`config.mk`:
```
export PLATFORM = sky130hd
export DESIGN_NAME = film_grain_noise_adder
export DESIGN_NICKNAME = d
export VERILOG_FILES = /design/src/hdl/fgn_pkg.sv /design/src/hdl/fgn_chan.sv /design/src/hdl/film_grain_noise_adder.sv
export SDC_FILE = /design/constraint.sdc
export NUM_CORES = 2
export LEC_CHECK = 0
export ABC_AREA = 1
export BUFFER_PORTS_ARGS = -buffer_cell sky130_fd_sc_hd__buf_2
export CAP_MARGIN = 20
export CORE_ASPECT_RATIO = 0.9
export CORE_MARGIN = 2
export CORE_UTILIZATION = 56
export DETAILED_ROUTE_END_ITERATION = 16
export HOLD_SLACK_MARGIN = 0.12
export MAX_ROUTING_LAYER = met4
export PLACE_DENSITY_LB_ADDON = 0.1
export SLEW_MARGIN = 20
export SYNTH_ARGS = -nofsm -noshare
export SYNTH_HDL_FRONTEND = slang
export SYNTH_SLANG_ARGS = --single-unit
```
`constraint.sdc`:
```
create_clock -name clk -period 7.2 [get_ports clk]
set_input_delay 1.44 -clock clk [delete_from_list [all_inputs] [get_ports clk]]
set_output_delay 1.44 -clock clk [all_outputs]
set_load 0.05 [all_outputs]
```
`src/hdl/fgn_pkg.sv`:
```
// shared constants, types and helper functions for the film grain noise adder
`default_nettype none

package fgn_pkg;

  // lcg and position hash constants
  localparam logic [31:0] LCG_MUL = 32'd1664525;
  localparam logic [31:0] LCG_ADD = 32'd1013904223;
  localparam logic [31:0] HASH_X  = 32'd73856093;
  localparam logic [31:0] HASH_Y  = 32'd19349663;
  localparam logic [31:0] SALT_G  = 32'hDEADBEEF;
  localparam logic [31:0] SALT_B  = 32'hCAFEBABE;

  // reciprocal divide of a coordinate (up to 16 bits) by the grain size
  localparam int RECIP_SHIFT = 20;
  localparam int RECIP_W     = RECIP_SHIFT + 1;

  // reciprocal divide of a magnitude below 2^14 by 127
  localparam int          DIV127_SHIFT = 21;
  localparam logic [14:0] DIV127_MUL   = 15'd16514;

  // total pipeline depth from input transfer to result strobe
  localparam int PIPE_LAT = 9;

  // config register indexes
  typedef enum logic [1:0] {
    CFG_FRAME_SEED  = 2'd0,
    CFG_GRAIN_SIZE  = 2'd1,
    CFG_COLOR_MODE  = 2'd2,
    CFG_NOISE_SCALE = 2'd3
  } cfg_idx_t;

  typedef struct packed {
    logic [7:0] red;
    logic [7:0] green;
    logic [7:0] blue;
    logic [7:0] alpha;
  } pix_t;

  // ceil(2^20 / size), a size of zero behaves as one
  function automatic logic [RECIP_W-1:0] grain_recip(input logic [3:0] gs);
    logic [RECIP_W-1:0] m;
    case (gs)
      4'd0:    m = 21'd1048576;
      4'd1:    m = 21'd1048576;
      4'd2:    m = 21'd524288;
      4'd3:    m = 21'd349526;
      4'd4:    m = 21'd262144;
      4'd5:    m = 21'd209716;
      4'd6:    m = 21'd174763;
      4'd7:    m = 21'd149797;
      4'd8:    m = 21'd131072;
      4'd9:    m = 21'd116509;
      4'd10:   m = 21'd104858;
      4'd11:   m = 21'd95326;
      4'd12:   m = 21'd87382;
      4'd13:   m = 21'd80660;
      4'd14:   m = 21'd74899;
      4'd15:   m = 21'd69906;
      default: m = 21'd1048576;
    endcase
    return m;
  endfunction

  // one lcg step modulo 2^32
  function automatic logic [31:0] lcg_step(input logic [31:0] s);
    logic [31:0] p;
    p = 32'(s * LCG_MUL);
    return p + LCG_ADD;
  endfunction

endpackage

`default_nettype wire

```
`src/hdl/fgn_chan.sv`:
```
// one color channel: lcg value to noise, scale, divide by 127, add and saturate
`default_nettype none

module fgn_chan (
  input  wire logic        clk,
  input  wire logic [23:0] frac,
  input  wire logic [7:0]  color,
  input  wire logic [6:0]  scale,
  output logic      [7:0]  result
);

  logic [31:0]        frac255;
  logic signed [8:0]  noise;
  logic signed [16:0] prod_full;
  logic signed [15:0] prod_nxt, prod_r;
  logic [7:0]         col_a_r, col_b_r;
  logic [15:0]        mag_full;
  logic [13:0]        mag;
  logic [28:0]        quot_full;
  logic [6:0]         quot_nxt, quot_r;
  logic               neg_r;
  logic signed [9:0]  delta;
  logic signed [9:0]  sum;
  logic [7:0]         result_nxt, result_r;

  // noise in -127..127 from the low 24 bits, then times the scale
  always_comb begin
    frac255   = {frac, 8'd0} - {8'd0, frac};
    noise     = $signed({1'b0, frac255[31:24]}) - 9'sd127;
    prod_full = noise * $signed({1'b0, scale});
    prod_nxt  = prod_full[15:0];
  end

  always_ff @(posedge clk) begin
    prod_r  <= prod_nxt;
    col_a_r <= color;
  end

  // magnitude divided by 127 through a reciprocal multiply
  always_comb begin
    mag_full  = prod_r[15] ? 16'(-prod_r) : 16'(prod_r);
    mag       = mag_full[13:0];
    quot_full = 29'(mag * fgn_pkg::DIV127_MUL);
    quot_nxt  = quot_full[fgn_pkg::DIV127_SHIFT +: 7];
  end

  always_ff @(posedge clk) begin
    quot_r  <= quot_nxt;
    neg_r   <= prod_r[15];
    col_b_r <= col_a_r;
  end

  // restore sign, add and clamp to byte range
  always_comb begin
    delta = neg_r ? -$signed({3'd0, quot_r}) : $signed({3'd0, quot_r});
    sum   = $signed({2'd0, col_b_r}) + delta;
    if (sum < 10'sd0) begin
      result_nxt = 8'd0;
    end else if (sum > 10'sd255) begin
      result_nxt = 8'd255;
    end else begin
      result_nxt = sum[7:0];
    end
  end

  always_ff @(posedge clk) begin
    result_r <= result_nxt;
  end

  assign result = result_r;

endmodule

`default_nettype wire

```
`src/hdl/film_grain_noise_adder.sv`:
```
// top level of the film grain noise adder: config registers, hash and lcg pipeline
`default_nettype none

// Adds hashed, blocky film grain to one RGBA pixel per clock. A pixel is
// transferred on any clock edge with start high and busy low; busy is always
// low, so a new pixel may come every cycle. Its result is on the out_ ports
// for exactly one cycle with out_valid high, once the pixel has passed all
// stages; the receiver must take it then. The 9 stages are: grain block
// divide, position hash, seed mix, first lcg step, salt adds, channel lcg
// steps, noise times scale, divide by 127, add and saturate. Config writes are
// always ready and are meant to be done while no pixel is in flight.
module film_grain_noise_adder #(
  parameter int COORD_BITS = 12
) (
  input  wire logic                  clk,
  input  wire logic                  rst_n,
  // pixel input
  input  wire logic                  start,
  output logic                       busy,
  input  wire logic [COORD_BITS-1:0] in_pos_x,
  input  wire logic [COORD_BITS-1:0] in_pos_y,
  input  wire logic [7:0]            in_red,
  input  wire logic [7:0]            in_green,
  input  wire logic [7:0]            in_blue,
  input  wire logic [7:0]            in_alpha,
  // pixel result
  output logic                       out_valid,
  output logic [7:0]                 out_red,
  output logic [7:0]                 out_green,
  output logic [7:0]                 out_blue,
  output logic [7:0]                 out_alpha,
  // config write
  input  wire logic                  cfg_valid,
  output logic                       cfg_ready,
  input  wire logic [1:0]            cfg_index,
  input  wire logic [31:0]           cfg_data
);

  localparam int LAT     = fgn_pkg::PIPE_LAT;
  localparam int PRE_LAT = 6;
  localparam int POST    = LAT - PRE_LAT;
  localparam int PROD_W  = COORD_BITS + fgn_pkg::RECIP_W;

  // config registers
  logic [31:0] frame_seed_r, frame_seed_nxt;
  logic [3:0]  grain_size_r, grain_size_nxt;
  logic        color_mode_r, color_mode_nxt;
  logic [6:0]  noise_scale_r, noise_scale_nxt;
  logic        cfg_xfer;

  // pipeline
  logic               in_xfer;
  logic [LAT-1:0]     vld_r, vld_nxt;
  fgn_pkg::pix_t      pix_in;
  fgn_pkg::pix_t      pix_r [PRE_LAT];
  logic [7:0]         alpha_r [POST];
  logic [fgn_pkg::RECIP_W-1:0] recip;
  logic [PROD_W-1:0]  px_r, py_r, px_nxt, py_nxt;
  logic [COORD_BITS-1:0] bx, by;
  logic [31:0]        hx_r, hy_r, hx_nxt, hy_nxt;
  logic [31:0]        seed_r, seed_nxt;
  logic [31:0]        s1_r, s1_nxt;
  logic [31:0]        sa_r, sg_r, sb_r;
  logic [31:0]        vr_r, vg_r, vb_r, vr_nxt, vg_nxt, vb_nxt;
  logic [7:0]         res_red, res_green, res_blue;

  assign busy      = 1'b0;
  assign cfg_ready = 1'b1;
  assign cfg_xfer  = cfg_valid && cfg_ready;
  assign in_xfer   = start && !busy;

  // config register write decode
  always_comb begin
    frame_seed_nxt  = frame_seed_r;
    grain_size_nxt  = grain_size_r;
    color_mode_nxt  = color_mode_r;
    noise_scale_nxt = noise_scale_r;
    if (cfg_xfer) begin
      case (fgn_pkg::cfg_idx_t'(cfg_index))
        fgn_pkg::CFG_FRAME_SEED:  frame_seed_nxt  = cfg_data;
        fgn_pkg::CFG_GRAIN_SIZE:  grain_size_nxt  = cfg_data[3:0];
        fgn_pkg::CFG_COLOR_MODE:  color_mode_nxt  = cfg_data[0];
        fgn_pkg::CFG_NOISE_SCALE: noise_scale_nxt = cfg_data[6:0];
        default: ;
      endcase
    end
  end

  always_ff @(posedge clk) begin
    if (!rst_n) begin
      frame_seed_r  <= 32'd9999;
      grain_size_r  <= 4'd1;
      color_mode_r  <= 1'b0;
      noise_scale_r <= 7'd38;
    end else begin
      frame_seed_r  <= frame_seed_nxt;
      grain_size_r  <= grain_size_nxt;
      color_mode_r  <= color_mode_nxt;
      noise_scale_r <= noise_scale_nxt;
    end
  end

  // valid bits travel with the data
  assign vld_nxt = {vld_r[LAT-2:0], in_xfer};

  always_ff @(posedge clk) begin
    if (!rst_n) begin
      vld_r <= '0;
    end else begin
      vld_r <= vld_nxt;
    end
  end

  // pixel carry line
  assign pix_in = '{red: in_red, green: in_green, blue: in_blue, alpha: in_alpha};

  always_ff @(posedge clk) begin
    pix_r[0] <= pix_in;
    for (int i = 1; i < PRE_LAT; i++) begin
      pix_r[i] <= pix_r[i-1];
    end
    alpha_r[0] <= pix_r[PRE_LAT-1].alpha;
    for (int i = 1; i < POST; i++) begin
      alpha_r[i] <= alpha_r[i-1];
    end
  end

  // stage 1: coordinate times reciprocal of grain size
  always_comb begin
    recip  = fgn_pkg::grain_recip(grain_size_r);
    px_nxt = PROD_W'(in_pos_x * recip);
    py_nxt = PROD_W'(in_pos_y * recip);
  end

  // stage 2: block index times hash constants
  always_comb begin
    bx     = px_r[fgn_pkg::RECIP_SHIFT +: COORD_BITS];
    by     = py_r[fgn_pkg::RECIP_SHIFT +: COORD_BITS];
    hx_nxt = 32'(bx * fgn_pkg::HASH_X);
    hy_nxt = 32'(by * fgn_pkg::HASH_Y);
  end

  // stage 3 and 4: seed mix, first lcg step
  assign seed_nxt = frame_seed_r ^ hx_r ^ hy_r;
  assign s1_nxt   = fgn_pkg::lcg_step(seed_r);

  // stage 6: channel lcg steps, or the first value shared in mono mode
  always_comb begin
    if (color_mode_r) begin
      vr_nxt = fgn_pkg::lcg_step(sa_r);
      vg_nxt = fgn_pkg::lcg_step(sg_r);
      vb_nxt = fgn_pkg::lcg_step(sb_r);
    end else begin
      vr_nxt = sa_r;
      vg_nxt = sa_r;
      vb_nxt = sa_r;
    end
  end

  always_ff @(posedge clk) begin
    px_r   <= px_nxt;
    py_r   <= py_nxt;
    hx_r   <= hx_nxt;
    hy_r   <= hy_nxt;
    seed_r <= seed_nxt;
    s1_r   <= s1_nxt;
    sa_r   <= s1_r;
    sg_r   <= s1_r + fgn_pkg::SALT_G;
    sb_r   <= s1_r + fgn_pkg::SALT_B;
    vr_r   <= vr_nxt;
    vg_r   <= vg_nxt;
    vb_r   <= vb_nxt;
  end

  // stages 7 to 9 per channel
  fgn_chan u_chan_red (
    .clk    (clk),
    .frac   (vr_r[23:0]),
    .color  (pix_r[PRE_LAT-1].red),
    .scale  (noise_scale_r),
    .result (res_red)
  );

  fgn_chan u_chan_green (
    .clk    (clk),
    .frac   (vg_r[23:0]),
    .color  (pix_r[PRE_LAT-1].green),
    .scale  (noise_scale_r),
    .result (res_green)
  );

  fgn_chan u_chan_blue (
    .clk    (clk),
    .frac   (vb_r[23:0]),
    .color  (pix_r[PRE_LAT-1].blue),
    .scale  (noise_scale_r),
    .result (res_blue)
  );

  assign out_valid = vld_r[LAT-1];
  assign out_red   = res_red;
  assign out_green = res_green;
  assign out_blue  = res_blue;
  assign out_alpha = alpha_r[POST-1];

  // a result strobe always traces back to a transfer through every stage
  a_strobe_chain: assert property (@(posedge clk) disable iff (!rst_n)
    out_valid |-> $past(vld_r[0], LAT - 1))
    else $error("result strobe without a matching transfer");

  // alpha leaves exactly as it came in
  a_alpha_pass: assert property (@(posedge clk) disable iff (!rst_n)
    out_valid |-> out_alpha == $past(in_alpha, LAT))
    else $error("alpha changed in flight");

  // mono mode feeds one noise value to all three channels
  a_mono_shared: assert property (@(posedge clk) disable iff (!rst_n)
    (vld_r[PRE_LAT-1] && !$past(color_mode_r)) |-> (vr_r == vg_r && vg_r == vb_r))
    else $error("mono mode channel noise differs");

endmodule

`default_nettype wire
```
=== Yosys cells after proc, flatten, opt, wreduce, memory -nomap -nowiden ===
Memories as Yosys holds them, arrays and structs flattened. A register that Yosys moved wholly into a read port is not among the register bits.
Cells that the tools add are included.

* Divide/modulo/power cells: 0
* Equality and inequality tests: 3
* Reductions and logical operators: 5
* Shift operators: 0
* Order comparisons: 6
* Bitwise operators: 2
* Muxes and demuxes: 14
* Add/sub/neg operators: 21
* Multiply operators: 14

{| class="wikitable"
|+ Operators with widths
! kind !! number
|-
| 32-bit by 21-bit multiplier with 24-bit output, second input constant || 3
|-
| 32-bit by 24-bit subtractor with 32-bit output || 3
|-
| 14-bit by 14-bit multiplier with 27-bit output, second input constant || 3
|-
| 24-bit by 23-bit adder with 24-bit output, second input constant || 3
|-
| 24-bit 2-to-1 mux || 3
|-
| 32-bit adder, second input constant || 2
|-
| 12-bit by 21-bit multiplier with 32-bit output || 2
|-
| 32-bit XOR || 2
|-
| 9-bit by 8-bit multiplier with 16-bit output || 3
|-
| 14-bit 2-to-1 mux || 3
|-
| 14-bit negation || 3
|-
| 32-bit by 30-bit adder with 32-bit output, second input constant || 1
|-
| 12-bit by 25-bit multiplier with 32-bit output, second input constant || 1
|-
| 12-bit by 27-bit multiplier with 32-bit output, second input constant || 1
|-
| 32-bit by 21-bit multiplier with 32-bit output, second input constant || 1
|-
| 9-bit by 10-bit adder with 10-bit output || 3
|-
| 10-bit by 9-bit > comparator with 1-bit output, second input constant || 3
|-
| 10-bit by 1-bit < comparator with 1-bit output, second input constant || 3
|-
| 10-bit 2-to-1 mux || 3
|-
| 7-bit negation with 10-bit output || 3
|-
| 8-bit by 7-bit subtractor with 9-bit output, second input constant || 3
|-
| 8-bit 2-to-1 mux || 3
|-
| 4-bit 2-to-1 mux || 2
|-
| 2-bit AND reduction || 4
|-
| 3 further kinds || 4
|}

* Memory bits (read-only): 336
* RAM bits: 216
* Output and inout bits: 35
* Word-level logic and storage cells: 103
* Bits in latches: 0
* Input port bits: 94
* Memories kept: 3
* Register bits: 557

{| class="wikitable"
|+ Memories
! memory !! words !! bits a word !! rd ports !! clocked after memory_dff !! wr ports !! RTL line !! source
|-
| (no name shown) || 16 || 21 || 1 || 1 || 0 || fgn_pkg.sv:43 || <nowiki>case (gs)</nowiki>
|-
| pix_r || 6 || 32 || 6 || 0 || 6 || film_grain_noise_adder.sv:55 || <nowiki>fgn_pkg::pix_t pix_r [PRE_LAT];</nowiki>
|-
| alpha_r || 3 || 8 || 3 || 0 || 3 || film_grain_noise_adder.sv:56 || <nowiki>logic [7:0] alpha_r [POST];</nowiki>
|}

=== Logic depth before layout (Yosys ltp) ===
* Depth in word-level cells: 5
* Depth in mapped cells: 35
* Depth with buffers taken out: 35

=== Modules after synthesis ===
A second synthesis with hierarchy kept.

* Cell total of the unflattened synthesis: 9109
* Area total of the unflattened synthesis: 74850.5 um^2

{| class="wikitable"
|+ By module, submodules not included
! module !! sequential area each (um^2) !! area an instance (um^2) !! cells each !! times used
|-
| film_grain_noise_adder || 10870.4 || 54169.5 || 6159 || 1
|-
| fgn_chan (u_chan_blue ...) || 940.9 || 6919.1 || 982 || 2
|-
| fgn_chan (u_chan_green) || 940.9 || 6842.8 || 986 || 1
|}

=== Worst setup path before layout ===
OpenSTA, ideal clock, no wires.

* Path kind: input -> register
* Start: input port in_pos_x[11]
* End: register px_r[26]
* Slack: 1205 ps
* Library setup time: 112 ps
* Cell stages on the path: 17
* Arrival: 5883 ps
* Buffers on the path: 2
* Required time: 7088 ps
* Path through: clkbuf_1 -> clkbuf_1 -> nand2_1 -> fa_1 -> fa_1 -> fa_1 -> fa_1 -> inv_1 -> fa_1 -> ha_1 -> a21oi_1 -> a21boi_0 -> nor2_1 -> a2111oi_0 -> nand2_1 -> nand2_1 -> nand2_1

* Word-level cells in the longest chain between the ends: 1

{| class="wikitable"
|+ RTL lines
! element !! RTL line !! source
|-
| start, declared || film_grain_noise_adder.sv:20 || <nowiki>input wire logic [COORD_BITS-1:0] in_pos_x,</nowiki>
|-
| 12-bit by 21-bit multiplier with 32-bit output || film_grain_noise_adder.sv:131 || <nowiki>px_nxt = PROD_W'(in_pos_x * recip);</nowiki>
|-
| via px_nxt[26] || film_grain_noise_adder.sv:58 || <nowiki>logic [PROD_W-1:0] px_r, py_r, px_nxt, py_nxt;</nowiki>
|-
| end signal, assigned || film_grain_noise_adder.sv:161 || <nowiki>px_r <= px_nxt;</nowiki>
|-
| end, declared || film_grain_noise_adder.sv:58 ||
|}

The timed path passes the listed nets, and every way through them passes these cells.
A chain may end at the register's enable or synchronous reset.

=== Worst setup path in the final report ===
* Start: register vr_r[16]
* End: register u_chan_red.prod_r[15]

* Word-level cells in the longest chain between the ends: 3

{| class="wikitable"
|+ RTL lines
! element !! RTL line !! source
|-
| start, declared || film_grain_noise_adder.sv:64 || <nowiki>logic [31:0] vr_r, vg_r, vb_r, vr_nxt, vg_nxt, vb_nxt;</nowiki>
|-
| start signal, assigned || film_grain_noise_adder.sv:170 || <nowiki>vr_r <= vr_nxt;</nowiki>
|-
| 32-bit by 24-bit subtractor with 32-bit output || fgn_chan.sv:28 || <nowiki>frac255 = {frac, 8'd0} - {8'd0, frac};</nowiki>
|-
| 8-bit by 7-bit subtractor with 9-bit output || fgn_chan.sv:29 || <nowiki>noise = $signed({1'b0, frac255[31:24]}) - 9'sd127;</nowiki>
|-
| 9-bit by 8-bit multiplier with 16-bit output || fgn_chan.sv:30 || <nowiki>prod_full = noise * $signed({1'b0, scale});</nowiki>
|-
| via u_chan_red.prod_full[15] || fgn_chan.sv:14 || <nowiki>logic signed [16:0] prod_full;</nowiki>
|-
| end signal, assigned || fgn_chan.sv:35 || <nowiki>prod_r <= prod_nxt;</nowiki>
|-
| end, declared || fgn_chan.sv:15 || <nowiki>logic signed [15:0] prod_nxt, prod_r;</nowiki>
|}

The timed path passes the listed nets, and every way through them passes these cells.

==> impl_metrics.csv <==
group,metric,value,unit
floorplanning,die-area,135000,sq um
synth,async_flop_share,0,
synth,yosys_warnings,0,
synth,synth.avg_cell_area,8.27,sq um
final_layout,final_nets,11100,
drt,first_iter_violations,3118,
drt,ant_nets,0,
sta,max_slew_margin,0.177,
worst_setup_path,r2r_slack,0.78,ns
run,drv_cap,0,
worst_setup_path,end_kind,"flip-flop",
worst_setup_path,crit_type,"reg2reg",
placed_design,gp_congestion,0.970,
drt,vias,55600,
synth,synth_cell_type_count,63,
final_layout,area_growth,7.02,%
clock_tree,max-clock-path-buffers,3,
floorplanning,core_area,131000,sq um
synth,synth_ff_type,"dfxtp_1",
synth,yosysMostFrequentCell,"inv_1",
global_routing,grt_start_max_net_pins,44,
floorplanning,die_y,348,microns
worst_setup_path,crit_slowest_cell,"xor2_1",
sta,setup_violations,0,
global_routing,grt_pass1_wl,300000,microns
drt,first_pass_iters,6,
worst_setup_path,worstReg2RegStart,"vr_r[16]$_DFF_P_",
sta,worst_pin_slew,1.23,ns
worst_setup_path,required,7.80,ns
clock_tree,cts_tree,"done",
clock_tree,path_clk_slew,0.07,ns
clock_tree,htree_levels,3,
synth,ys_seq_elements,684,
synth,synth_top_area_cell,"fa_1",
synth,synth.area.top_cells,"fa_1 26%, dfxtp_1 19%, ha_1 18%",
clock_tree,cts_hold_buf,0,
global_routing,met3_usage,0.0462,
worst_setup_path,critPathLaunch,"vr_r[16]$_DFF_P_",
clock_tree,clock_sinks,684,
synth,synth_top_area_frac,0.257,
worst_setup_path,critPathMaxStageDelay,0.52,ns
drt,via_per_inst,5.14,
global_routing,grtUsageTotal,0.289,
clock_tree,cts_root_buffer,"clkbuf_16",
final_layout,fillers,11900,
global_routing,top_usage_layer,"met2",
worst_hold_path,min-delay-start,"pix_r[0][23]$_DFF_P_",
sta,whs,0.309,ns
floorplanning,io_pins,129,
outcome,status,"finished, final reports clean",
drt,drc,0,
worst_setup_path,worstPathMaxFanout,10,
global_routing,grt_pass1_vias,58100,
sta,fin_ws,0.779,ns
worst_setup_path,crit_arrival,7.02,ns
worst_setup_path,critPathLaunchType,"flip-flop",
sta,finalMaxSlewViolations,0,
synth,synth_edf_count,0,
sta,fin_crit,6.42,ns
synth,yosysSeqAreaShare,0.186,
sta,fin_tns_setup,0,ns
clock_tree,ctsResizeCount,0,
placed_design,io_buffers,118,
global_routing,antenna_found_initial,12,
sta,finalHoldViolCount,0,
worst_setup_path,crit_top_cell,"nand2_1",
synth,synthCells,8921,
drt,wl_per_cell,16.9,microns
synth,syn-cell-area,73700,sq um
global_routing,grt_use_met1,0.372,
drt,wl,183000,microns
sta,fmax,156,MHz
placed_design,place_hpwl,153000,microns
worst_hold_path,min_path_type,"reg2reg",
clock_tree,post_cts_buffers,0,
placed_design,dp_slack,0.728,ns
sta,finalCritPeriodShare,0.892,
final_layout,layout-drive-gt1-share,0.0495,
synth,synth_fp_nets,11000,
sta,rsz0062_at_grt,"false",
clock_tree,cts_buffers,71,
global_routing,met2_usage,0.465,
floorplanning,row_count,126,
synth,synth_common_cells,"2,125 x inv_1, 1,686 x nand2_1, 1,043 x ha_1",
floorplanning,start_util,0.564,
global_routing,grt_remaining_overflow,0,
floorplanning,die_w,387,microns
sta,finClkSkew,0.0551,ns
clock_tree,worstSkewPairLatency,0.69,ns
cells in the final DEF, fill, tap and decap left out, drive strengths merged, types with 72 or more instances in the layout:
| cell type | count |
|---|---|
| inv | 2150 |
| nand2 | 1739 |
| ha | 1043 |
| fa | 948 |
| dfxtp | 684 |
| nor2 | 581 |
| a21oi | 373 |
| o21ai | 258 |
| nand3 | 256 |
| xor2 | 230 |
| xnor2 | 176 |
| buf | 171 |
| clkbuf | 86 |
| nor3 | 72 |
state kept, by name, summed over array words and instances (netlist names), 20 cells and up:
register,count
sa_r,23
hy_r,24
pix_r,192
vb_r,24
vg_r,24
sg_r,24
sb_r,24
seed_r,24
frame_seed_r,24
vr_r,23
s1_r,24
hx_r,24
alpha_r,24
recip,20
routing by layer:
metal | up-vias | wire length (microns)
met5 | - | 0
met4 | 0 | 6830
met3 | 337 | 11100
met2 | 1480 | 84000
met1 | 26500 | 81100
li1 | 27300 | -
worst max-delay path, delay by kind of cell, from the launching register on:
| family | cells | cell delay [ns] |
|---|---|---|
| compound gates | 4 | 0.72 |
| fa+ha+maj | 7 | 2.77 |
| simple gates | 10 | 1.08 |
| xor+xnor | 3 | 0.91 |
| flops | 1 | 0.44 |
| buf+inv | 5 | 0.45 |
through the flow:
stage	instance area (sq um)	utilization	instances
2_1_floorplan	73700	-	8921
4_1_cts	78900	0.603	10800
6_report	78900	0.603	10800
3_3_place_gp	76300	0.583	10700
3_5_place_dp	76300	0.583	10700
5_1_grt	78900	0.603	10800
area by class of cell:
| type | count | area, sq um | area share |
|---|---|---|---|
| antenna | 5 | 12.5 | 0.000159 |
| clock buffer | 86 | 1920 | 0.0244 |
| clock inverter | 43 | 697 | 0.00883 |
| inverter | 2146 | 8060 | 0.102 |
| multi-input combinational | 5944 | 51400 | 0.651 |
| sequential | 684 | 13700 | 0.174 |
| tap | 1728 | 2160 | 0.0274 |
| timing repair buffer | 171 | 988 | 0.0125 |
cell families after synthesis:
logic type,synth area share
AO/OA/AOI/OAI,0.0565
XOR/XNOR,0.0490
adder cells (fa/ha/maj),0.434
buffers and inverters,0.118
flip-flops,0.186
other,0.000102
AND/OR/NAND/NOR,0.157
path summary, 6_finish.rpt:
check                                  endpoint  depth (start not counted)
setup / recovery  u_chan_red.prod_r[15]$_DFF_P_                         29
hold / removal             pix_r[1][23]$_DFF_P_                          0
setup reg to reg  u_chan_red.prod_r[15]$_DFF_P_                         29
hold reg to reg            pix_r[1][23]$_DFF_P_                          0
Power is not shown: default switching activity piles up to over one toggle a cycle in this logic, so the estimate is an artifact.
